==> config.mk <==
export PLATFORM = sky130hd
export DESIGN_NAME = utf8_to_ucs2_decoder_top
export DESIGN_NICKNAME = d
export VERILOG_FILES = /design/src/design/u8dec_pkg.sv /design/src/design/u8dec_core.sv /design/src/design/u8dec_fifo.sv /design/src/design/utf8_to_ucs2_decoder_top.sv
export VERILOG_INCLUDE_DIRS = /design/src /design/src/design
export SDC_FILE = /design/constraint.sdc
export NUM_CORES = 1
export LEC_CHECK = 0
export BUFFER_PORTS_ARGS = -buffer_cell sky130_fd_sc_hd__buf_2
export CAP_MARGIN = 20
export CORE_UTILIZATION = 25
export CTS_CLUSTER_SIZE = 10
export DETAILED_ROUTE_END_ITERATION = 6
export SYNTH_ARGS = -nofsm -noshare
export SYNTH_HDL_FRONTEND = slang
export SYNTH_HIERARCHICAL = 1
export SYNTH_SLANG_ARGS = --single-unit
==> constraint.sdc <==
create_clock -name i_clk -period 11.6 [get_ports i_clk]
set_input_delay 2.32 -clock i_clk [delete_from_list [all_inputs] [get_ports i_clk]]
set_output_delay 2.32 -clock i_clk [all_outputs]
set_load 0.01 [all_outputs]
==> src/design/utf8_to_ucs2_decoder_top_assert.svh <==
// ----------------------------------------------------------------------------
// utf8_to_ucs2_decoder_top_assert.svh
// assertion macros shared by the decoder rtl files
// ----------------------------------------------------------------------------
`ifndef UTF8_TO_UCS2_DECODER_TOP_ASSERT_SVH
`define UTF8_TO_UCS2_DECODER_TOP_ASSERT_SVH

`ifndef SYNTHESIS

// same-cycle implication, checked at every rising edge out of reset
`define U8DEC_ASSERT_IMPLY(label, clk, rst_n, ante, cons) \
    label: assert property (@(posedge clk) disable iff (!(rst_n)) (ante) |-> (cons)) \
        else $error("u8dec assertion failed");

// next-cycle implication
`define U8DEC_ASSERT_NEXT(label, clk, rst_n, ante, cons) \
    label: assert property (@(posedge clk) disable iff (!(rst_n)) (ante) |=> (cons)) \
        else $error("u8dec assertion failed");

`else

`define U8DEC_ASSERT_IMPLY(label, clk, rst_n, ante, cons)
`define U8DEC_ASSERT_NEXT(label, clk, rst_n, ante, cons)

`endif

`endif

==> src/design/u8dec_pkg.sv <==
// ----------------------------------------------------------------------------
// u8dec_pkg
// types and constants of the utf-8 to ucs-2 decoder
// ----------------------------------------------------------------------------
`timescale 1ns / 1ps

package u8dec_pkg;

    localparam int unsigned UnitW   = 16;
    localparam int unsigned ByteW   = 8;
    localparam int unsigned FifoDepth = 4;
    localparam int unsigned FifoPtrW  = $clog2(FifoDepth);
    localparam int unsigned FifoCntW  = $clog2(FifoDepth + 1);

    // lead byte thresholds
    localparam logic [ByteW-1:0] Lead4 = 8'hF0;
    localparam logic [ByteW-1:0] Lead3 = 8'hE0;
    localparam logic [ByteW-1:0] Lead2 = 8'hC0;
    localparam logic [ByteW-1:0] PayloadMask = 8'h3F;

    localparam logic [UnitW-1:0] CapacityReset = 16'hFFFF;

    // register index of capacity
    localparam logic RegCapacity = 1'b0;

    typedef enum logic [1:0] {
        ST_UNIT = 2'd0,
        ST_TERM = 2'd1,
        ST_FULL = 2'd2
    } t_status;

    typedef struct packed {
        logic [UnitW-1:0] code_unit;
        logic [UnitW-1:0] position;
        t_status          status;
        logic             last;
    } t_result;

    // up to two results per input byte, first one always fills slot 0
    typedef struct packed {
        logic    v0;
        logic    v1;
        t_result r0;
        t_result r1;
    } t_push;

endpackage

==> src/design/u8dec_core.sv <==
// ----------------------------------------------------------------------------
// u8dec_core
// per-byte decode step: sequence state, accumulator and unit count
// ----------------------------------------------------------------------------
`timescale 1ns / 1ps

`include "utf8_to_ucs2_decoder_top_assert.svh"

module u8dec_core (
    input  logic                      i_clk,
    input  logic                      i_rst_n,
    input  logic [u8dec_pkg::UnitW-1:0] i_capacity,
    input  logic                      i_take,
    input  logic [u8dec_pkg::ByteW-1:0] i_byte,
    output u8dec_pkg::t_push          o_push
);

    logic [1:0]                  r_bytes_left, n_bytes_left;
    logic [u8dec_pkg::UnitW-1:0] r_acc, n_acc;
    logic [u8dec_pkg::UnitW-1:0] r_count, n_count;
    logic                        r_failed, n_failed;

    logic [u8dec_pkg::UnitW-1:0] acc_shift;
    logic [u8dec_pkg::UnitW-1:0] count_inc;
    logic                        full;
    logic                        zero_byte;
    logic [u8dec_pkg::ByteW-1:0] low_bits;
    u8dec_pkg::t_push            push;

    assign low_bits  = i_byte & u8dec_pkg::PayloadMask;
    assign acc_shift = {r_acc[u8dec_pkg::UnitW-7:0], 6'b0}
                     + {{(u8dec_pkg::UnitW-u8dec_pkg::ByteW){1'b0}}, low_bits};
    assign count_inc = r_count + 16'd1;
    assign full      = (count_inc >= i_capacity);
    assign zero_byte = (i_byte == '0);

    always_comb begin
        n_bytes_left = r_bytes_left;
        n_acc        = r_acc;
        n_count      = r_count;
        n_failed     = r_failed;

        push.v0 = 1'b0;
        push.v1 = 1'b0;
        push.r0 = '{code_unit: acc_shift, position: r_count,
                    status: u8dec_pkg::ST_UNIT, last: 1'b0};
        push.r1 = '{code_unit: '0, position: '0,
                    status: u8dec_pkg::ST_FULL, last: 1'b1};

        if (r_failed) begin
            // drop bytes until the end of the string
            if (zero_byte) begin
                n_bytes_left = '0;
                n_acc        = '0;
                n_count      = '0;
                n_failed     = 1'b0;
            end
        end else if (r_bytes_left != 2'd0) begin
            if (zero_byte) begin
                // truncated sequence: flush the partial unit, then end
                push.v0 = 1'b1;
                push.v1 = 1'b1;
                if (!full) begin
                    push.r1 = '{code_unit: '0, position: count_inc,
                                status: u8dec_pkg::ST_TERM, last: 1'b1};
                end
                n_bytes_left = '0;
                n_acc        = '0;
                n_count      = '0;
                n_failed     = 1'b0;
            end else if (r_bytes_left == 2'd1) begin
                push.v0      = 1'b1;
                push.v1      = full;
                n_bytes_left = '0;
                n_acc        = '0;
                n_count      = count_inc;
                n_failed     = full;
            end else begin
                n_bytes_left = r_bytes_left - 2'd1;
                n_acc        = acc_shift;
            end
        end else begin
            priority if (zero_byte) begin
                push.v0 = 1'b1;
                push.r0 = '{code_unit: '0, position: r_count,
                            status: u8dec_pkg::ST_TERM, last: 1'b1};
                n_acc   = '0;
                n_count = '0;
            end else if (i_byte >= u8dec_pkg::Lead4) begin
                n_bytes_left = 2'd3;
                n_acc        = {{(u8dec_pkg::UnitW-u8dec_pkg::ByteW){1'b0}}, low_bits};
            end else if (i_byte >= u8dec_pkg::Lead3) begin
                n_bytes_left = 2'd2;
                n_acc        = {{(u8dec_pkg::UnitW-u8dec_pkg::ByteW){1'b0}}, low_bits};
            end else if (i_byte >= u8dec_pkg::Lead2) begin
                n_bytes_left = 2'd1;
                n_acc        = {{(u8dec_pkg::UnitW-u8dec_pkg::ByteW){1'b0}}, low_bits};
            end else begin
                // single byte unit, stray continuation bytes included
                push.v0 = 1'b1;
                push.v1 = full;
                push.r0.code_unit = {{(u8dec_pkg::UnitW-u8dec_pkg::ByteW){1'b0}}, i_byte};
                n_count  = count_inc;
                n_failed = full;
            end
        end

        if (!i_take) begin
            push.v0 = 1'b0;
            push.v1 = 1'b0;
        end
    end

    always_ff @(posedge i_clk) begin
        if (!i_rst_n) begin
            r_bytes_left <= '0;
            r_acc        <= '0;
            r_count      <= '0;
            r_failed     <= 1'b0;
        end else if (i_take) begin
            r_bytes_left <= n_bytes_left;
            r_acc        <= n_acc;
            r_count      <= n_count;
            r_failed     <= n_failed;
        end
    end

    assign o_push = push;

    `U8DEC_ASSERT_IMPLY(a_fail_idle, i_clk, i_rst_n, r_failed, (r_bytes_left == 2'd0) && (r_acc == '0))
    `U8DEC_ASSERT_IMPLY(a_second_is_last, i_clk, i_rst_n, push.v1, push.r1.last && push.v0)
    `U8DEC_ASSERT_NEXT(a_full_sets_fail, i_clk, i_rst_n, push.v1 && !zero_byte, r_failed)

endmodule

==> src/design/u8dec_fifo.sv <==
// ----------------------------------------------------------------------------
// u8dec_fifo
// small result queue taking up to two results per cycle, draining one
// ----------------------------------------------------------------------------
`timescale 1ns / 1ps

`include "utf8_to_ucs2_decoder_top_assert.svh"

module u8dec_fifo (
    input  logic               i_clk,
    input  logic               i_rst_n,
    input  u8dec_pkg::t_push   i_push,
    output logic               o_room,
    output logic               o_valid,
    input  logic               i_ready,
    output u8dec_pkg::t_result o_result
);

    u8dec_pkg::t_result r_mem [u8dec_pkg::FifoDepth];

    logic [u8dec_pkg::FifoPtrW-1:0] r_wr_ptr, n_wr_ptr;
    logic [u8dec_pkg::FifoPtrW-1:0] r_rd_ptr, n_rd_ptr;
    logic [u8dec_pkg::FifoCntW-1:0] r_count, n_count;
    logic [u8dec_pkg::FifoPtrW-1:0] wr_ptr1;
    logic                           pop;
    logic [u8dec_pkg::FifoCntW-1:0] n_push;

    assign wr_ptr1 = r_wr_ptr + 1'b1;
    assign pop     = o_valid && i_ready;
    assign n_push  = u8dec_pkg::FifoCntW'(i_push.v0) + u8dec_pkg::FifoCntW'(i_push.v1);

    always_comb begin
        n_wr_ptr = r_wr_ptr + u8dec_pkg::FifoPtrW'(n_push);
        n_rd_ptr = r_rd_ptr + u8dec_pkg::FifoPtrW'(pop);
        n_count  = r_count + n_push - u8dec_pkg::FifoCntW'(pop);
    end

    always_ff @(posedge i_clk) begin
        if (i_push.v0) begin
            r_mem[r_wr_ptr] <= i_push.r0;
        end
        if (i_push.v1) begin
            r_mem[wr_ptr1] <= i_push.r1;
        end
    end

    always_ff @(posedge i_clk) begin
        if (!i_rst_n) begin
            r_wr_ptr <= '0;
            r_rd_ptr <= '0;
            r_count  <= '0;
        end else begin
            r_wr_ptr <= n_wr_ptr;
            r_rd_ptr <= n_rd_ptr;
            r_count  <= n_count;
        end
    end

    // room for a worst-case pair of results
    assign o_room   = (r_count <= u8dec_pkg::FifoCntW'(u8dec_pkg::FifoDepth - 2));
    assign o_valid  = (r_count != '0);
    assign o_result = r_mem[r_rd_ptr];

    `U8DEC_ASSERT_IMPLY(a_no_overflow, i_clk, i_rst_n, i_push.v0, o_room)
    `U8DEC_ASSERT_IMPLY(a_pair_order, i_clk, i_rst_n, i_push.v1, i_push.v0)
    `U8DEC_ASSERT_NEXT(a_drain, i_clk, i_rst_n, pop && !i_push.v0, r_count == $past(r_count) - 1'b1)

endmodule

==> src/design/utf8_to_ucs2_decoder_top.sv <==
// ----------------------------------------------------------------------------
// utf8_to_ucs2_decoder_top
// utf-8 byte stream in, 16-bit code units with buffer positions out
// ----------------------------------------------------------------------------
//
//   channel   | handshake                    | word
//   ----------+------------------------------+----------------------------------
//   in        | i_in_valid / o_in_ready      | i_in_byte
//   out       | o_out_valid / i_out_ready    | o_code_unit o_position o_status
//             |                              | o_last
//   config    | psel penable pwrite pready   | paddr pwdata prdata (capacity)
//
// one byte is taken per cycle while o_in_ready is high; the decode step is a
// single add and compare between the byte input and the result queue, which
// registers each word; the first word of a byte reaches the output once the
// words queued ahead of it have drained. a byte can produce two words (unit
// plus terminator or failure); the four-word result queue drains one word a
// cycle while i_out_ready is high, so bursts of such bytes slow the input to
// the output rate. o_in_ready drops while the queue lacks room for two words.
// synchronous active-low reset clears the sequence state, the queue and
// sets capacity to 65535.
// ----------------------------------------------------------------------------
`timescale 1ns / 1ps

`include "utf8_to_ucs2_decoder_top_assert.svh"

module utf8_to_ucs2_decoder_top (
    input  logic        i_clk,
    input  logic        i_rst_n,

    // byte input
    input  logic        i_in_valid,
    output logic        o_in_ready,
    input  logic [7:0]  i_in_byte,

    // word output
    output logic        o_out_valid,
    input  logic        i_out_ready,
    output logic [15:0] o_code_unit,
    output logic [15:0] o_position,
    output logic [1:0]  o_status,
    output logic        o_last,

    // register port
    input  logic        psel,
    input  logic        penable,
    input  logic        pwrite,
    input  logic [2:0]  paddr,
    input  logic [31:0] pwdata,
    output logic [31:0] prdata,
    output logic        pready
);

    logic [u8dec_pkg::UnitW-1:0] r_capacity;
    logic                        cfg_write;
    logic                        reg_sel;
    logic                        take;
    u8dec_pkg::t_push            push;
    u8dec_pkg::t_result          result;

    // ------------------------------------------------------------------
    // register port: capacity at byte addresses 0 to 3, writes elsewhere dropped
    // ------------------------------------------------------------------
    assign pready    = 1'b1;
    assign reg_sel   = paddr[2];
    assign cfg_write = psel && penable && pwrite && pready;

    always_ff @(posedge i_clk) begin
        if (!i_rst_n) begin
            r_capacity <= u8dec_pkg::CapacityReset;
        end else if (cfg_write && (reg_sel == u8dec_pkg::RegCapacity)) begin
            r_capacity <= pwdata[u8dec_pkg::UnitW-1:0];
        end
    end

    always_comb begin
        unique case (reg_sel)
            u8dec_pkg::RegCapacity: prdata = {16'b0, r_capacity};
            default:                prdata = '0;
        endcase
    end

    // ------------------------------------------------------------------
    // decode step, fired on every accepted byte
    // ------------------------------------------------------------------
    assign take = i_in_valid && o_in_ready;

    u8dec_core u_core (
        .i_clk      (i_clk),
        .i_rst_n    (i_rst_n),
        .i_capacity (r_capacity),
        .i_take     (take),
        .i_byte     (i_in_byte),
        .o_push     (push)
    );

    // ------------------------------------------------------------------
    // result queue decouples the two-word bytes from the output side
    // ------------------------------------------------------------------
    u8dec_fifo u_fifo (
        .i_clk    (i_clk),
        .i_rst_n  (i_rst_n),
        .i_push   (push),
        .o_room   (o_in_ready),
        .o_valid  (o_out_valid),
        .i_ready  (i_out_ready),
        .o_result (result)
    );

    assign o_code_unit = result.code_unit;
    assign o_position  = result.position;
    assign o_status    = result.status;
    assign o_last      = result.last;

    // a failure word carries no unit and no position
    `U8DEC_ASSERT_IMPLY(a_full_word, i_clk, i_rst_n,
        o_out_valid && (o_status == u8dec_pkg::ST_FULL),
        (o_code_unit == '0) && (o_position == '0) && o_last)
    // last is set exactly on terminator and failure words
    `U8DEC_ASSERT_IMPLY(a_last_code, i_clk, i_rst_n,
        o_out_valid, o_last == (o_status != u8dec_pkg::ST_UNIT))
    // a stalled output word stays put
    `U8DEC_ASSERT_NEXT(a_hold, i_clk, i_rst_n, o_out_valid && !i_out_ready,
        o_out_valid && $stable(o_code_unit) && $stable(o_position) && $stable(o_status))

endmodule
Word level (Yosys, flattened, before mapping). Memory sizes are Yosys's and may differ from the RTL's. A register that Yosys moved wholly into a read port is not among the register bits. Cells that the tools add are included.

Bits in registers: 52. Memories kept: 1. Word-level logic and storage cells: 101. Input bits: 50. RAM bits: 140.

Memories: u_fifo.r_mem (depth 4, bits a word 35, read ports 1, clocked after memory_dff 1, write ports 2, RTL line u8dec_fifo.sv:19) `u8dec_pkg::t_result r_mem [u8dec_pkg::FifoDepth];`.

$add $sub $neg: 9. Reductions and logical operators: 13. Mux-type cells: 57. Bitwise operators: 1. Order comparisons: 5. Eq/ne operators: 7.

Operators by type and width (number): 16-bit two-way mux (11); 35-bit two-way mux (3); 10-bit two-way mux (8); 72-bit two-way mux (1); 18-bit two-way mux (3); 2-bit two-way mux (15); 8-bit greater-or-equal comparator (second input constant) (3); 19-bit two-way mux (1); 16-bit by 1-bit adder with 16-bit output (second input constant) (1); 16-bit by 6-bit adder with 16-bit output (1); 16-bit greater-or-equal comparator (1); 1-bit two-way mux (15); 5-bit nonzero test (2); 3-bit by 1-bit != test with 1-bit output (second input constant) (3); 8-bit zero test (1); 3-bit by 2-bit != test with 1-bit output (second input constant) (2); 6-bit AND reduction (1); 1-bit logical AND (5); 4-bit AND reduction (1); 3-bit adder (1); 3-bit by 2-bit less-or-equal comparator with 1-bit output (second input constant) (1); 3-bit AND reduction (1); 3-bit nonzero test (1); 3-bit by 1-bit subtractor with 3-bit output (1); other kinds (9) (9).

Longest topological paths before layout.
Depth after elaboration: 12. Depth in mapped cells: 17. Depth with buffers taken out: 17.

By module. The synthesis kept the hierarchy.

Modules (own cells, without submodules): u8dec_fifo (cells each 383, instances 1, sequential area each 4344.2 um^2, area each 7209.4 um^2); u8dec_core (cells each 318, instances 1, sequential area each 580.6 um^2, area each 2518.7 um^2); utf8_to_ucs2_decoder_top (cells each 107, instances 1, sequential area each 320.3 um^2, area each 993.5 um^2).

Least setup slack after synthesis. No wires, ideal clock.

Path kind: input-to-reg. From: in i_in_byte[4]. To: mem u_fifo/r_mem[0][0] (netlist name), enable pin. Slack: 5.530 ns. Stages on the path: 5. Arrival: 5.594 ns. Required time: 11.124 ns. Cell sequence: nor4_4 nand2_2 a21oi_1 nand2b_1 o21ai_0.

RTL lines: start: declaration (RTL line utf8_to_ucs2_decoder_top.sv:34) `input logic [7:0] i_in_byte,`; end: declaration (RTL line u8dec_fifo.sv:19).

==> results.txt <==
The run finished with clean final reports. The setup check on the worst reg-to-reg path leaves a slack of 6150 ps. The async set-or-reset flop fraction in the synthesized netlist is 0%. Of all nets on the critical path, the largest fanout is 24. The number of antenna violations at the first check in global routing came out at 1. The final count of hold timing violations came to 0. The via-per-instance ratio came out at 4.48. The fraction of post-synthesis cell area in the top cell type by area is 39.2%. The category of the critical setup timing path is input port to register. The number of nets at the end of the flow came out at 945. The endpoint kind of the worst setup timing path is a register. The pin count of the biggest net entering global routing came out at 63.

The quantity of hold-fixing buffers added after cts came out at 0. The floorplan step defined a die boundary enclosing 43,700 sq um. Of the total power, the share spent switching nets is 29.5%.

The number of H-tree branching levels came out at 4. The via count of the first global-routing pass is 6,444. TritonCTS built the clock tree. The number of vias in the routed layout came out at 6,368.

The overflow left after global routing is 0. The count of fill cells added during filler insertion came out at 4,237. The average cell area after synthesis is 13.3 sq um. The die width is 209 um.

Setup repair after global routing left no endpoint under its margin. Of all cell types, the one taking the most synthesized area is sky130_fd_sc_hd__edfxtp_1. The worst slew margin relative to its limit is 40.9%. The yosys synthesis warning count is 6. The number of instances resized during post-cts repair came out at 0.

The placed instance area came out at 11,500 sq um. The wire length of the first global-routing pass is 38.3 mm. Among all flip-flop cells after synthesis, the most frequent one is sky130_fd_sc_hd__edfxtp_1.

The average routed wire per standard cell is 17.5 um. In this run, the clock network consumes 32.6% of the power. The clock insertion delay at the later pin of the skew report came out at 450 ps. Yosys attributes the largest share of cell area to sky130_fd_sc_hd__edfxtp_1 (39%), sky130_fd_sc_hd__mux2_2 (14%), sky130_fd_sc_hd__dfxtp_1 (9.7%).

The analysis attributes to net switching a power of 0.565 mW. The height of the die is 209 um. The I/O pin count is 120. The number of pins exceeding their max-slew limit in the final report is 0.

Registers take 5250 sq um. The clock-pin slew on the worst setup and hold paths is 70 ps. The total power divided by cell area is 158 nW/um^2.

The clock arrives with 14.8 ps of skew. The worst-margin pin slew came out at 864 ps. The DRC violation total after the first TritonRoute iteration is 398.

The clock period could shrink to 5510 ps. For this run, design rule violations remaining after detail routing come to 0. The post-route setup TNS came out at 0 ps. The arrival time at the worst endpoint is 5710 ps. Clock tree synthesis selected as its root buffer the cell sky130_fd_sc_hd__clkbuf_16.

The worst-case setup margin in the final layout is 6090 ps. Sorting the synthesized cells by how often they occur yields sky130_fd_sc_hd__edfxtp_1 (140), sky130_fd_sc_hd__mux2_2 (138), sky130_fd_sc_hd__dfxtp_1 (52). The share of total power dissipated in combinational logic is 23.3%. The number of nets still failing antenna checks after routing came out at 0.

The area added between synthesis and finish came out at 13.0%. Summed over all cells, the static leakage comes to 4.60 nW. In the finished design, the share of the clock period the worst path needs comes to 47.5%.

Routability-driven placement finished with a final weighted congestion of 0.796. Yosys mapped the design onto 71 distinct sky130hd cell types. Counting the buffers created by CTS gives 17. The combined global-route utilization of all metal layers is 11.6%. The worst slack after detailed placement came out at 5620 ps. The worst path required time came out at 11,800 ps.

The placement row count is 75. The nature of the critical path startpoint is an input port. The starting density of the core is 25.4%.

The overall routed net length is 24.9 mm. The multi-input combinational cells in the finished layout cover a total of 4870 sq um. The netlist area before placement is 10,700 sq um. The number of maximum-capacitance constraint violations came out at 0. The path class of the tightest hold or removal check is register to register. The sequential cell fraction of total power is 44.1%. Counting every instance in the synthesized netlist gives 808.

The count of input and output buffers is 84. The internal power came out at 1.35 mW. By instance count, the leading cell after synthesis is sky130_fd_sc_hd__edfxtp_1. Of the cells placed in the final design, the portion with a size suffix greater than 1 is 37.9%.

The HPWL after detailed placement is 16.3 mm. The maximum clock path buffer count is 2. The sequential share of the synthesized area came out at 48.9%. The count of flip-flops with a built-in enable after synthesis came out at 140. The first detailed-routing pass took 4 iterations. The top achievable clock speed is 182 MHz. VDD sags by at most 0.000107 V. The count of state elements after synthesis came out at 192.

The clock sink count is 192. The final non-filler cell area came out at 12,100 sq um. The count of inserted antenna diode cells is 0. The count of final setup violators is 0. The area of the core region came out at 42,100 sq um. Buffers added to address setup during post-CTS repair amount to 0.
## metal layers
| layer | part of all wire [%] | vias to the layer above | wire length (um) | GRT usage, % |
|---|---|---|---|---|
| li1 | - | 3089 | - | - |
| met1 | 47 | 3147 | 11700 | 15.5 |
| met2 | 48 | 115 | 12000 | 19.1 |
| met3 | 3.4 | 17 | 849 | 2.07 |
| met4 | 1.5 | 0 | 365 | 3.63 |
| met5 | 0 | - | 0 | 0 |
## placed cells by master (no fill, tap or decap), types with 13 or more instances in the layout
cell type,netlist,layout
sky130_fd_sc_hd__buf_2,9,84
sky130_fd_sc_hd__and2_1,18,18
sky130_fd_sc_hd__mux4_2,35,35
sky130_fd_sc_hd__inv_1,41,41
sky130_fd_sc_hd__nand4_1,13,13
sky130_fd_sc_hd__nand2_1,19,19
sky130_fd_sc_hd__buf_4,45,13
sky130_fd_sc_hd__nor2_1,14,13
sky130_fd_sc_hd__mux2i_1,19,19
sky130_fd_sc_hd__dfxtp_1,52,50
sky130_fd_sc_hd__conb_1,4,35
sky130_fd_sc_hd__edfxtp_1,140,140
sky130_fd_sc_hd__clkbuf_16,0,17
sky130_fd_sc_hd__ha_1,23,23
sky130_fd_sc_hd__nor2b_1,46,45
sky130_fd_sc_hd__mux2_2,138,138
## sequential cells by signal, summed over array words and instances (netlist names)
| register | flops |
|---|---|
| u_core/r_bytes_left | 2 |
| u_fifo/r_count | 3 |
| u_fifo/r_wr_ptr | 2 |
| u_core/r_failed | 1 |
| u_core/r_acc | 10 |
| u_fifo/r_mem | 140 |
| u_fifo/r_rd_ptr | 2 |
| r_capacity | 16 |
| u_core/r_count | 16 |
## stage by stage
stage	power, mW	hold WS, ps	instances	util [%]
final	1.92	476	1423	28.7
after global routing	2.01	500	1423	28.7
after CTS	1.95	479	1422	28.7
after detailed placement	1.32	466	1390	27.2
after global placement	1.31	459	1390	27.2
after floorplan	1.16	442	839	-
## cells by family after synthesis
kind of cell | Yosys count | share of synthesized area [%]
multiplexers | 194 | 23.8
flip-flops | 192 | 48.9
AND/OR/NAND/NOR | 176 | 10.4
buffers and inverters | 126 | 7.11
AO/OA/AOI/OAI | 78 | 5.31
adder cells (fa/ha/maj) | 24 | 2.87
XOR/XNOR | 14 | 1.40
other | 4 | 0.140
## final timing paths
kind,from,end,cells past startpoint
worst min register to register,u_core/r_bytes_left[1],u_core/r_bytes_left[1],2
worst max register to register,u_core/r_count[0],u_fifo/r_mem[1][11],13
worst max-delay path,i_in_valid,u_fifo/r_mem[1][11],9
worst min-delay path,u_core/r_bytes_left[1],u_core/r_bytes_left[1],2
## cell type report
| type | instances | area share (%) |
|---|---|---|
| Clock buffer | 17 | 3.51 |
| Clock inverter | 15 | 1.61 |
| Inverter | 41 | 1.27 |
| Multi-Input combinational cell | 521 | 40.2 |
| Sequential cell | 192 | 43.3 |
| Tap cell | 539 | 5.57 |
| Timing Repair Buffer | 98 | 4.50 |
## power groups by stage
| stage | registers [mW] | logic, mW | clock network [mW] |
|---|---|---|---|
| final | 0.844 | 0.447 | 0.624 |
| after floorplan | 0.833 | 0.330 | 0 |
| after global routing | 0.853 | 0.490 | 0.663 |
| after CTS | 0.846 | 0.459 | 0.641 |
| after global placement | 0.860 | 0.455 | 0 |
| after detailed placement | 0.862 | 0.457 | 0 |
## worst max-delay path, cell delays in order
cell and delay [ps]:
sky130_fd_sc_hd__buf_2 70, sky130_fd_sc_hd__and2_1 550, sky130_fd_sc_hd__inv_1 190, sky130_fd_sc_hd__nor2_1 240, sky130_fd_sc_hd__o21ai_0 130, sky130_fd_sc_hd__o211ai_1 510
sky130_fd_sc_hd__nor3b_4 760, sky130_fd_sc_hd__buf_4 510, sky130_fd_sc_hd__mux2_2 390
No activity file was read; power rests on OpenSTA's default activity.
